===== config.mk =====
export PLATFORM = sky130hd
export DESIGN_NAME = skinny64_block_cipher
export DESIGN_NICKNAME = d
export VERILOG_FILES = /design/src/rtl/core/sk64_pkg.sv /design/src/rtl/core/sk64_cell.sv /design/src/rtl/core/sk64_ctrl.sv /design/src/rtl/core/skinny64_block_cipher.sv
export SDC_FILE = /design/constraint.sdc
export NUM_CORES = 2
export LEC_CHECK = 0
export BUFFER_PORTS_ARGS = -buffer_cell sky130_fd_sc_hd__buf_2
export CORE_UTILIZATION = 40
export CTS_CLUSTER_DIAMETER = 30
export CTS_CLUSTER_SIZE = 28
export DETAILED_ROUTE_END_ITERATION = 8
export GPL_TIMING_DRIVEN = 0
export SKIP_CTS_REPAIR_TIMING = 1
export SYNTH_ARGS = -nofsm -noshare
export SYNTH_HDL_FRONTEND = slang
export SYNTH_SLANG_ARGS = --single-unit

===== constraint.sdc =====
create_clock -name clk -period 5.1 [get_ports clk]
set_input_delay 1.275 -clock clk [delete_from_list [all_inputs] [get_ports clk]]
set_output_delay 1.275 -clock clk [all_outputs]
set_load 0.02 [all_outputs]

===== src/rtl/core/sk64_pkg.sv =====
// ============================================================================
// sk64_pkg
// Shared types, constants and nibble S-box functions for the SKINNY-64 engine.
// ============================================================================
package sk64_pkg;

  localparam int MAX_ROUNDS = 40;
  localparam int KEY_IDX_W  = $clog2(MAX_ROUNDS);
  localparam int CNT_W      = $clog2(MAX_ROUNDS + 1);
  localparam int NUM_COLS   = 4;
  localparam int NUM_ROWS   = 4;
  localparam int ROW_W      = 16;
  localparam int RC_W       = 6;

  // round constant XORed into row 2 on every round
  localparam logic [ROW_W-1:0] ROUND_CONST = 16'h0020;

  // operation codes carried in s_tuser
  localparam logic [1:0] OP_LOAD = 2'd0;
  localparam logic [1:0] OP_ENC  = 2'd1;
  localparam logic [1:0] OP_DEC  = 2'd2;

  // register indexes
  localparam logic REG_ROUND_COUNT = 1'b0;

  typedef logic [3:0] nib_t;

  // one column of the state, entry k is row k
  typedef nib_t [NUM_ROWS-1:0] col_t;

  // nibbles a cell hands around the ring for the row rotation
  typedef struct packed {
    nib_t row1;
    nib_t row2;
    nib_t row3;
  } sk64_link_t;

  typedef struct packed {
    logic load;     // take a new block into the cells
    logic step;     // apply one round
    logic decrypt;  // inverse round
    logic capture;  // copy the finished block to the output register
  } sk64_ctl_t;

  typedef enum logic [1:0] {
    ST_IDLE,
    ST_RUN,
    ST_FINISH
  } sk64_state_t;

  function automatic nib_t sbox4(input nib_t x);
    logic c0, c1, c2, c3;
    c0 = ~x[0];
    c1 = ~x[1];
    c2 = ~x[2];
    c3 = ~x[3];
    c0 = c0 ^ (c3 & c2);
    c3 = c3 ^ (c1 & c2);
    c2 = c2 ^ (c1 & c0);
    c1 = c1 ^ (c0 & c3);
    return {~c0, ~c3, ~c2, ~c1};
  endfunction

  function automatic nib_t inv_sbox4(input nib_t x);
    logic c0, c1, c2, c3;
    c0 = ~x[0];
    c1 = ~x[1];
    c2 = ~x[2];
    c3 = ~x[3];
    c0 = c0 ^ (c3 & c2);
    c1 = c1 ^ (c3 & c0);
    c2 = c2 ^ (c1 & c0);
    c3 = c3 ^ (c1 & c2);
    return {~c2, ~c1, ~c0, ~c3};
  endfunction

endpackage


===== src/rtl/core/sk64_cell.sv =====
// ============================================================================
// sk64_cell
// One state column: S-box, key add and column mix, or their inverses, for one round per cycle while step is set.
// ============================================================================
module sk64_cell (
  input  logic                clk,
  input  sk64_pkg::sk64_ctl_t ctl,
  input  sk64_pkg::col_t      load_col,
  input  sk64_pkg::nib_t      key0,
  input  sk64_pkg::nib_t      key1,
  input  sk64_pkg::nib_t      rc,
  input  sk64_pkg::sk64_link_t from_next,
  input  sk64_pkg::sk64_link_t from_opp,
  input  sk64_pkg::sk64_link_t from_prev,
  output sk64_pkg::sk64_link_t to_link,
  output sk64_pkg::col_t      col
);
  import sk64_pkg::*;

  col_t col_next;
  col_t sb;
  col_t mi;
  nib_t r0, r1, r2, r3, a1, a2;

  always_comb begin
    for (int k = 0; k < NUM_ROWS; k++) begin
      sb[k] = sbox4(col[k]);
    end
    // inverse column mix
    mi[0] = col[1];
    mi[1] = col[1] ^ col[2] ^ col[3];
    mi[2] = col[1] ^ col[3];
    mi[3] = col[0] ^ col[3];

    if (ctl.decrypt) begin
      to_link = '{row1: mi[1], row2: mi[2], row3: mi[3]};
    end else begin
      to_link = '{row1: sb[1] ^ key1, row2: sb[2] ^ rc, row3: sb[3]};
    end

    // forward round: rotated rows arrive from the ring, then mix
    r0 = sb[0] ^ key0;
    r1 = from_next.row1;
    r2 = from_opp.row2;
    r3 = from_prev.row3;
    a1 = r1 ^ r2;
    a2 = r2 ^ r0;

    if (ctl.load) begin
      col_next = load_col;
    end else if (ctl.decrypt) begin
      col_next[0] = inv_sbox4(mi[0] ^ key0);
      col_next[1] = inv_sbox4(from_prev.row1 ^ key1);
      col_next[2] = inv_sbox4(from_opp.row2 ^ rc);
      col_next[3] = inv_sbox4(from_next.row3);
    end else begin
      col_next[0] = r3 ^ a2;
      col_next[1] = r0;
      col_next[2] = a1;
      col_next[3] = a2;
    end
  end

  always_ff @(posedge clk) begin
    if (ctl.load || ctl.step) begin
      col <= col_next;
    end
  end

endmodule


===== src/rtl/core/sk64_ctrl.sv =====
// ============================================================================
// sk64_ctrl
// Round sequencer and round-key memory.
// ============================================================================
module sk64_ctrl (
  input  logic                        clk,
  input  logic                        rst,
  input  logic                        s_tvalid,
  output logic                        s_tready,
  input  logic [1:0]                  operation,
  input  logic [5:0]                  key_slot,
  input  logic [sk64_pkg::ROW_W-1:0]  key_first_row,
  input  logic [sk64_pkg::ROW_W-1:0]  key_second_row,
  input  logic [sk64_pkg::RC_W-1:0]   round_count,
  input  logic                        out_free,
  output sk64_pkg::sk64_ctl_t         ctl,
  output logic [2*sk64_pkg::ROW_W-1:0] key_word
);
  import sk64_pkg::*;

  sk64_state_t state, state_next;
  logic [CNT_W-1:0]     left;
  logic [CNT_W-1:0]     rounds_sat;
  logic [KEY_IDX_W-1:0] key_idx;
  logic [KEY_IDX_W-1:0] rd_addr;
  logic                 rd_en;
  logic                 decrypt;
  logic                 accept;
  logic                 crypt_acc;
  logic                 wr_en;

  logic [2*ROW_W-1:0] key_mem [MAX_ROUNDS];

  always_comb begin
    if (7'(round_count) > 7'(MAX_ROUNDS)) begin
      rounds_sat = CNT_W'(MAX_ROUNDS);
    end else begin
      rounds_sat = CNT_W'(round_count);
    end
  end

  assign accept    = s_tvalid && s_tready;
  assign crypt_acc = accept && (operation inside {OP_ENC, OP_DEC});
  assign wr_en     = accept && (operation == OP_LOAD) && (7'(key_slot) < 7'(MAX_ROUNDS));

  // next state
  always_comb begin
    state_next = state;
    case (state)
      ST_IDLE: begin
        if (crypt_acc) begin
          state_next = (rounds_sat == '0) ? ST_FINISH : ST_RUN;
        end
      end
      ST_RUN: begin
        if (left == CNT_W'(1)) begin
          state_next = ST_FINISH;
        end
      end
      ST_FINISH: begin
        if (out_free) begin
          state_next = ST_IDLE;
        end
      end
      default: state_next = ST_IDLE;
    endcase
  end

  // outputs
  always_comb begin
    s_tready    = 1'b0;
    ctl.load    = 1'b0;
    ctl.step    = 1'b0;
    ctl.decrypt = decrypt;
    ctl.capture = 1'b0;
    rd_en       = 1'b0;
    rd_addr     = key_idx;
    case (state)
      ST_IDLE: begin
        s_tready = 1'b1;
        ctl.load = crypt_acc;
        rd_en    = crypt_acc && (rounds_sat != '0);
        rd_addr  = (operation == OP_DEC) ? KEY_IDX_W'(rounds_sat - 1'b1) : '0;
      end
      ST_RUN: begin
        ctl.step = 1'b1;
        rd_en    = (left > CNT_W'(1));
      end
      ST_FINISH: begin
        ctl.capture = out_free;
      end
      default: ;
    endcase
  end

  always_ff @(posedge clk) begin
    if (rst) begin
      state <= ST_IDLE;
    end else begin
      state <= state_next;
    end
  end

  always_ff @(posedge clk) begin
    if (crypt_acc) begin
      left    <= rounds_sat;
      decrypt <= (operation == OP_DEC);
      key_idx <= (operation == OP_DEC) ? KEY_IDX_W'(rounds_sat - 2'd2) : KEY_IDX_W'(1);
    end else if (state == ST_RUN) begin
      left    <= left - 1'b1;
      key_idx <= decrypt ? key_idx - 1'b1 : key_idx + 1'b1;
    end
  end

  // key memory: one write port for loads, one registered read port
  always_ff @(posedge clk) begin
    if (wr_en) begin
      key_mem[key_slot[KEY_IDX_W-1:0]] <= {key_second_row, key_first_row};
    end
    if (rd_en) begin
      key_word <= key_mem[rd_addr];
    end
  end

endmodule


===== src/rtl/core/skinny64_block_cipher.sv =====
// ============================================================================
// skinny64_block_cipher
// SKINNY-64 encrypt/decrypt engine with a loadable round-key table.
// ============================================================================
// Words on the slave stream carry an operation in s_tuser. A load word
// writes one 32-bit round key (two 16-bit rows) into a 40-entry key memory
// and leaves the input ready for the next word. An encrypt or decrypt word
// carries a 64-bit block as four 16-bit rows and yields one word on the
// master stream; decrypt walks the keys from the last round down to the
// first. Operation code 3 is dropped. round_count (APB offset 0x0, reset
// 32, saturated at 40) sets the rounds per block. A block is loaded on
// accept, runs one round per cycle in the four-cell column ring and is
// handed to the output register when it is free, before the next accept.
// Each round's key read is registered and issued in the cycle before the
// round. Keys must be loaded before a block uses them; unloaded entries
// give undefined results. Configuration must be written only while the
// engine is idle; the block does not enforce this. The output register
// lets the next block start while the previous result waits for m_tready.
// ============================================================================
module skinny64_block_cipher (
  input  logic         clk,
  input  logic         rst,
  // slave stream
  input  logic         s_tvalid,
  output logic         s_tready,
  input  logic [103:0] s_tdata,  // key_slot[5:0], key_first_row[21:6],
                                 // key_second_row[37:22], block_row_a[53:38],
                                 // block_row_b[69:54], block_row_c[85:70],
                                 // block_row_d[101:86], zero pad
  input  logic [1:0]   s_tuser,  // operation
  // master stream
  output logic         m_tvalid,
  input  logic         m_tready,
  output logic [63:0]  m_tdata,  // out_row_a, out_row_b, out_row_c, out_row_d
  // APB register port
  input  logic         psel,
  input  logic         penable,
  input  logic         pwrite,
  input  logic [2:0]   paddr,
  input  logic [31:0]  pwdata,
  output logic [31:0]  prdata,
  output logic         pready
);
  import sk64_pkg::*;

  logic [RC_W-1:0]       round_count;
  logic [2*ROW_W-1:0]    key_word;
  logic [ROW_W-1:0]      key_first_row, key_second_row;
  logic [ROW_W-1:0]      in_row [NUM_ROWS];
  logic [5:0]            key_slot;
  sk64_ctl_t             ctl;
  sk64_link_t            link [NUM_COLS];
  col_t                  col  [NUM_COLS];
  logic                  out_valid;
  logic                  out_free;
  logic [4*ROW_W-1:0]    out_data;
  logic [4*ROW_W-1:0]    state_rows;

  // input unpacking
  assign key_slot       = s_tdata[5:0];
  assign key_first_row  = s_tdata[21:6];
  assign key_second_row = s_tdata[37:22];
  assign in_row[0]      = s_tdata[53:38];
  assign in_row[1]      = s_tdata[69:54];
  assign in_row[2]      = s_tdata[85:70];
  assign in_row[3]      = s_tdata[101:86];

  // APB: single register, writes on the access phase
  assign pready = 1'b1;

  always_ff @(posedge clk) begin
    if (rst) begin
      round_count <= RC_W'(32);
    end else if (psel && penable && pwrite && pready && (paddr[2] == REG_ROUND_COUNT)) begin
      round_count <= pwdata[RC_W-1:0];
    end
  end

  assign prdata = (paddr[2] == REG_ROUND_COUNT) ? {{(32-RC_W){1'b0}}, round_count} : '0;

  // sequencer and key memory
  sk64_ctrl u_ctrl (
    .clk            (clk),
    .rst            (rst),
    .s_tvalid       (s_tvalid),
    .s_tready       (s_tready),
    .operation      (s_tuser),
    .key_slot       (key_slot),
    .key_first_row  (key_first_row),
    .key_second_row (key_second_row),
    .round_count    (round_count),
    .out_free       (out_free),
    .ctl            (ctl),
    .key_word       (key_word)
  );

  // Ring of column cells. The row rotations become nibble hand-offs:
  // each cell sends rows 1..3 and picks them up from the cell one, two
  // or three places along, per direction.
  for (genvar j = 0; j < NUM_COLS; j++) begin : g_cell
    col_t load_col;
    for (genvar k = 0; k < NUM_ROWS; k++) begin : g_row
      assign load_col[k] = in_row[k][4*j +: 4];
      assign state_rows[k*ROW_W + 4*j +: 4] = col[j][k];
    end

    sk64_cell u_cell (
      .clk       (clk),
      .ctl       (ctl),
      .load_col  (load_col),
      .key0      (key_word[4*j +: 4]),
      .key1      (key_word[ROW_W + 4*j +: 4]),
      .rc        (ROUND_CONST[4*j +: 4]),
      .from_next (link[(j+1) % NUM_COLS]),
      .from_opp  (link[(j+2) % NUM_COLS]),
      .from_prev (link[(j+3) % NUM_COLS]),
      .to_link   (link[j]),
      .col       (col[j])
    );
  end

  // output register
  assign out_free = !out_valid || m_tready;

  always_ff @(posedge clk) begin
    if (rst) begin
      out_valid <= 1'b0;
    end else if (ctl.capture) begin
      out_valid <= 1'b1;
    end else if (m_tready) begin
      out_valid <= 1'b0;
    end
  end

  always_ff @(posedge clk) begin
    if (ctl.capture) begin
      out_data <= state_rows;
    end
  end

  assign m_tvalid = out_valid;
  assign m_tdata  = out_data;

endmodule


Yosys cells after proc, flatten, opt, wreduce, memory -nomap -nowiden:

Memory sizes are Yosys's and may differ from the RTL's. A register that Yosys moved wholly into a read port is not among the register bits.
Index checks and enable logic that the tools add are counted.

* memories kept: 1
* bits in registers: 150
* output and inout bits: 99
* RAM bits: 1280
* input bits: 148

Memories
* u_ctrl.key_mem: words 40, width 32, read ports 1, clocked after Yosys merged registers in 1, wr ports 1, RTL line sk64_ctrl.sv:32 `logic [2*ROW_W-1:0] key_mem [MAX_ROUNDS];`

* add/sub/neg operators: 5
* magnitude comparators: 3
* muxes and demuxes: 36
* reduce and logical (&&, ||, !) cells: 19
* bitwise logic cells: 555
* equality and inequality tests: 8

Operators with widths (count)
* NOT 1 bit: 255
* bitwise XOR 4 bit: 44
* bitwise AND 1 bit: 128
* two-way mux 16 bit: 8
* bitwise XOR 1 bit: 128
* two-way mux 6 bit: 10
* two-way mux 12 bit: 4
* subtractor 6 x 1 -> 6 bit, second input constant: 3
* logical AND 1 bit: 8
* two-way mux 1 bit: 8
* two-way mux 2 bit: 4
* adder 6 x 1 -> 6 bit, second input constant: 1
* equality test 6 x 1 -> 1 bit, second input constant: 1
* greater-than comparator 6 x 1 -> 1 bit, second input constant: 1
* greater-than comparator 6 bit, second input constant: 1
* logical NOT 6 bit: 1
* < comparator 6 bit, second input constant: 1
* != test 2 x 1 -> 1 bit, second input constant: 3
* case mux 2 bit (3 select lines): 1
* nonzero test 2 bit: 3
* nonzero test 6 bit: 1
* subtractor 6 x 2 -> 6 bit, second input constant: 1
* equality test 2 x 1 -> 1 bit, second input constant: 2
* equality test 2 bit, second input constant: 2
* other kinds (5): 7

Longest topological paths before layout:

* depth in word-level cells: 21
* gate-level depth with buffers: 15

Cells and area by module:

A second synthesis with hierarchy kept.

* cells, all modules: 4542
* area total of the unflattened synthesis: 63734.9 um^2

By module, submodules not included
* sk64_ctrl: times used 1, cells an instance 3336, area each 52176.3 um^2
* sk64_cell: times used 4, cells an instance 269, area each 2265.9 um^2
* skinny64_block_cipher: times used 1, cells an instance 130, area each 2494.9 um^2

Worst setup path before layout:

Ideal clock, no wire load.

* path kind: input to register
* start: input m_tready
* end: register out_data[0], in the netlist m_tdata[0], enable pin
* setup time: 0.494 ns
* stages: 2
* buffers on the path: 0
* data required time: 4.606 ns
* arrival time: 4.261 ns
* setup slack: 0.345 ns
* cells stage by stage: nand2b_1 nor2b_1

RTL lines
* start: declaration: RTL line skinny64_block_cipher.sv:33 `input logic m_tready,`
* end signal: assignment: RTL line skinny64_block_cipher.sv:137 `out_data <= state_rows;`
* end: declaration: RTL line skinny64_block_cipher.sv:56 `logic [4*ROW_W-1:0] out_data;`

Final worst setup path:

* start: register round_count[3]
* end: register u_ctrl.key_word[31] (netlist name) (read register of u_ctrl.key_mem) (data pin)

* cells in the longest elaborated chain, start to end: 5

RTL lines
* start: declaration: RTL line skinny64_block_cipher.sv:46 `logic [RC_W-1:0] round_count;`
* start signal: assignment: RTL line skinny64_block_cipher.sv:75 `round_count <= pwdata[RC_W-1:0];`
* greater-than comparator 6 bit: RTL line sk64_ctrl.sv:35 `if (7'(round_count) > 7'(MAX_ROUNDS)) begin`
* two-way mux 6 bit *: RTL line sk64_ctrl.sv:35
* subtractor 6 x 1 -> 6 bit or nonzero test 6 bit (tied branches): RTL line sk64_ctrl.sv:83, sk64_ctrl.sv:82
* two-way mux 6 bit or logical AND 1 bit (tied branches): RTL line sk64_ctrl.sv:83, sk64_ctrl.sv:82
* two-way mux 6 bit or case mux 1 bit (2 select lines) (tied branches): RTL line sk64_ctrl.sv:78 `case (state)`
* end: declaration: RTL line sk64_ctrl.sv:17 `output logic [2*sk64_pkg::ROW_W-1:0] key_word`

Mark *: on every way between the ends. The rest lies on a longest branch, timed or not.
A chain may end at the register's enable or synchronous reset.

==> impl_metrics.json <==
{
  "wl_per_cell_um": 27.4,
  "worstPathArrival_ps": 5390,
  "io_buffers": 188,
  "grt_remaining_overflow": 0,
  "die_area_um2": 158000,
  "first_global_vias": 38500,
  "end_kind": "flop",
  "cap_viol_max_count": 0,
  "routed_wl_mm": 191,
  "synthTopCellsByArea": "edfxtp_1 (70%), mux4_2 (6.9%), nand2_1 (3.5%), xnor2_1 (2.1%), a311oi_1 (1.8%)",
  "core-area_um2": 154000,
  "failed_checks": "DRC",
  "vias": 39700,
  "ant_nets": 0,
  "synth_area_per_cell_um2": 15.2,
  "min_from": "g_cell[2].u_cell.col[15]",
  "clkLatencyLatePin_ps": 920,
  "drc_errors": 62,
  "ir_drop_mv": 0.430,
  "worst_pin_slew_ps": 1160,
  "antenna_found_initial": 15,
  "pin_count": 247,
  "cp_max_fo": 10,
  "synth-seq-cells": 1462,
  "synthTopCellsByCount": "edfxtp_1 (1453), nand2_1 (578), mux4_2 (192)",
  "holdPathEnd": "m_tdata[59]",
  "required_ps": 5670,
  "cp_slowest_cell": "clkbuf_1",
  "grt_start_max_net_pins": 61,
  "grt_first_pass_wirelength_mm": 271,
  "synthMuxAreaShare_pct": 7.84,
  "hp-class": "flop to flop",
  "synth_xor_area_share_pct": 3.73,
  "r2r-start": "round_count[3]",
  "cts.sinks": 1462,
  "synth.cell_area_um2": 62400,
  "place_congestion": 0.955,
  "holdPathStages": 0,
  "clock.fmax_ghz": 0.208,
  "maxSlewHeadroom_pct": 20.6,
  "ctsLongestPathBuffers": 4,
  "hold_violations": 0,
  "viasPerCell": 5.69,
  "synth-main-ff-cell": "edfxtp_1",
  "htreeDepth": 5,
  "grt_usage_pct": 24.0,
  "yosys_warnings": 0,
  "place_hpwl_mm": 128,
  "p_per_area_nw_per_um2": 588,
  "power.total_mw": 45.8,
  "synth_compound_area_share_pct": 7.20,
  "start_kind": "flop",
  "final_nets": 4852,
  "synth_cell_type_count": 78,
  "fin_crit_ps": 4810,
  "cp_cell_sequence": "buf_2 -> o21ai_2 -> and2_1 -> inv_1 -> ha_1 -> xor2_1 -> o21a_1 -> buf_2 -> clkbuf_2 -> clkbuf_1 -> a21oi_1 -> a22o_1 -> nor3_1",
  "yosysMostFrequentCell": "edfxtp_1",
  "drive_above_1_share_pct": 23.0,
  "period_share_pct": 94.4,
  "slew_viol_final": 0,
  "synthAdderAreaFrac_pct": 0.369,
  "r2r_slack_ps": 290,
  "max_stage_delay_ps": 670,
  "finalClockSkew_ps": 67.4,
  "clkSlewWorstSetupHoldPaths_ps": 50,
  "synth_top_family_by_area": "simple AND/OR/NAND/NOR gates",
  "synth_top_cell_by_area": "edfxtp_1",
  "drt_iter0_drc": 4526,
  "cts_made_buffers": 321,
  "power.leakage_nw": 26.6,
  "synth_edf_count": 1453,
  "path_class": "flop to flop",
  "setup_viol": 0,
  "die_h_um": 397,
  "hold_ws_ps": 441,
  "rsz0062_at_grt": "no",
  "crit_top_cell": "buf_2",
  "cts-root-buf": "clkbuf_16",
  "cts_tree": "built",
  "yosys.area_share.simple_pct": 8.18,
  "syn_inst": 4113,
  "seq_area_frac_synth_pct": 70.2,
  "start_util_pct": 40.4,
  "status": "complete, but fails checks",
  "netlist.area_leader.share_pct": 69.9,
  "timing.rr.end": "u_ctrl.key_word[31]",
  "core.rowCount": 144,
  "dr.pass1.iters": 8,
  "die_x_um": 397,
  "async_flop_share_pct": 0,
  "areaGrowthSynthToFinish_pct": 24.7,
  "rr_worst_depth": 13
}
-- cells in the final DEF, fill, tap and decap left out, types with 33 or more instances in the layout --
master      count
edfxtp_1     1453
nand2_1       576
clkbuf_16     328
buf_2         276
mux4_2        192
clkbuf_1      188
a21oi_1       179
xnor2_1       151
nor2_1        134
and3_1        131
a311oi_1      128
o21ai_0       116
xor2_1        102
nand3_1        81
a211oi_1       68
buf_4          45
nor3_1         43
mux2i_1        42
clkinv_2       41
nor2_4         40
clkinv_1       37
a22o_1         37
bufinv_16      34
clkinvlp_4     33
-- worst max path at each step --
stage | slack (ps) | from | to | cells past startpoint
6_report | 290 | round_count[3] | u_ctrl.key_word[31] | 13
5_1_grt | 170 | round_count[3] | u_ctrl.key_word[9] | 15
4_1_cts | -90 | round_count[3] | u_ctrl.key_word[31] | 13
3_5_place_dp | -750 | s_tuser[0] | u_ctrl.key_word[31] | 12
3_3_place_gp | -1710 | s_tuser[0] | g_cell[2].u_cell.col[5] | 7
2_1_floorplan | 350 | m_tready | m_tdata[0] | 2
-- flip-flops by register name, summed over array words and instances (netlist names), 2 cells and up --
name and count:
g_cell.u_cell.col 64, m_tdata 64, round_count 6, u_ctrl.key_idx 6, u_ctrl.key_mem 1280, u_ctrl.key_word 32
u_ctrl.left 6, u_ctrl.state 2
-- per-layer routing --
layer | global-route usage [%] | up-vias | share of wire, %
met4 | 9.59 | 6 | 3.7
met1 | 32.7 | 20100 | 41
met2 | 37.2 | 2145 | 46
met5 | 0 | - | 0.019
li1 | - | 17100 | -
met3 | 5.34 | 372 | 9.0
-- power by group --
group | total, mW | leakage [nW] | internal (mW) | switching (mW)
combinational | 11.5 | 8.35 | 4.14 | 7.32
clock | 19.9 | 5.05 | 13.4 | 6.47
sequential | 14.4 | 13.2 | 14.0 | 0.404
-- layout make-up --
type | instances | area (µm²)
fill | 12700 | 76600
sequential | 1462 | 43800
multi-input combinational | 2346 | 17500
clock buffer | 363 | 8360
tap | 2044 | 2560
clock inverter | 200 | 2140
timing repair buffer | 230 | 1890
buffer | 302 | 1440
inverter | 28 | 105
antenna | 8 | 20.0
-- cell families (layout without fill, tap and decap cells) --
logic type	count (synthesis)	in the layout
AO/OA/AOI/OAI	665	665
XOR/XNOR	258	258
adder cells (fa/ha/maj)	19	19
buffers and inverters	330	1123
flip-flops	1462	1462
multiplexers	247	247
other	2	35
AND/OR/NAND/NOR	1130	1130
-- metrics by stage --
step	instance area, µm²	setup slack, ps	instances	utilization [%]	setup TNS [ps]
5_1_grt	77800	172	6975	50.4	0
4_1_cts	77800	-93.7	6975	50.4	-108
6_report	77800	287	6983	50.4	0
3_3_place_gp	66000	-1710	6370	42.7	-830110
3_5_place_dp	67300	-752	6412	43.6	-12940
2_1_floorplan	62500	345	4138	-	0
-- critical path, delay by kind of cell, from the launching register on --
| family | cells | cell delay (ps) |
|---|---|---|
| flops | 1 | 280 |
| xor+xnor | 1 | 320 |
| compound gates | 4 | 810 |
| buf+inv | 5 | 1980 |
| simple gates | 2 | 880 |
| fa+ha+maj | 1 | 230 |
Power figures use the tool's default switching activity.
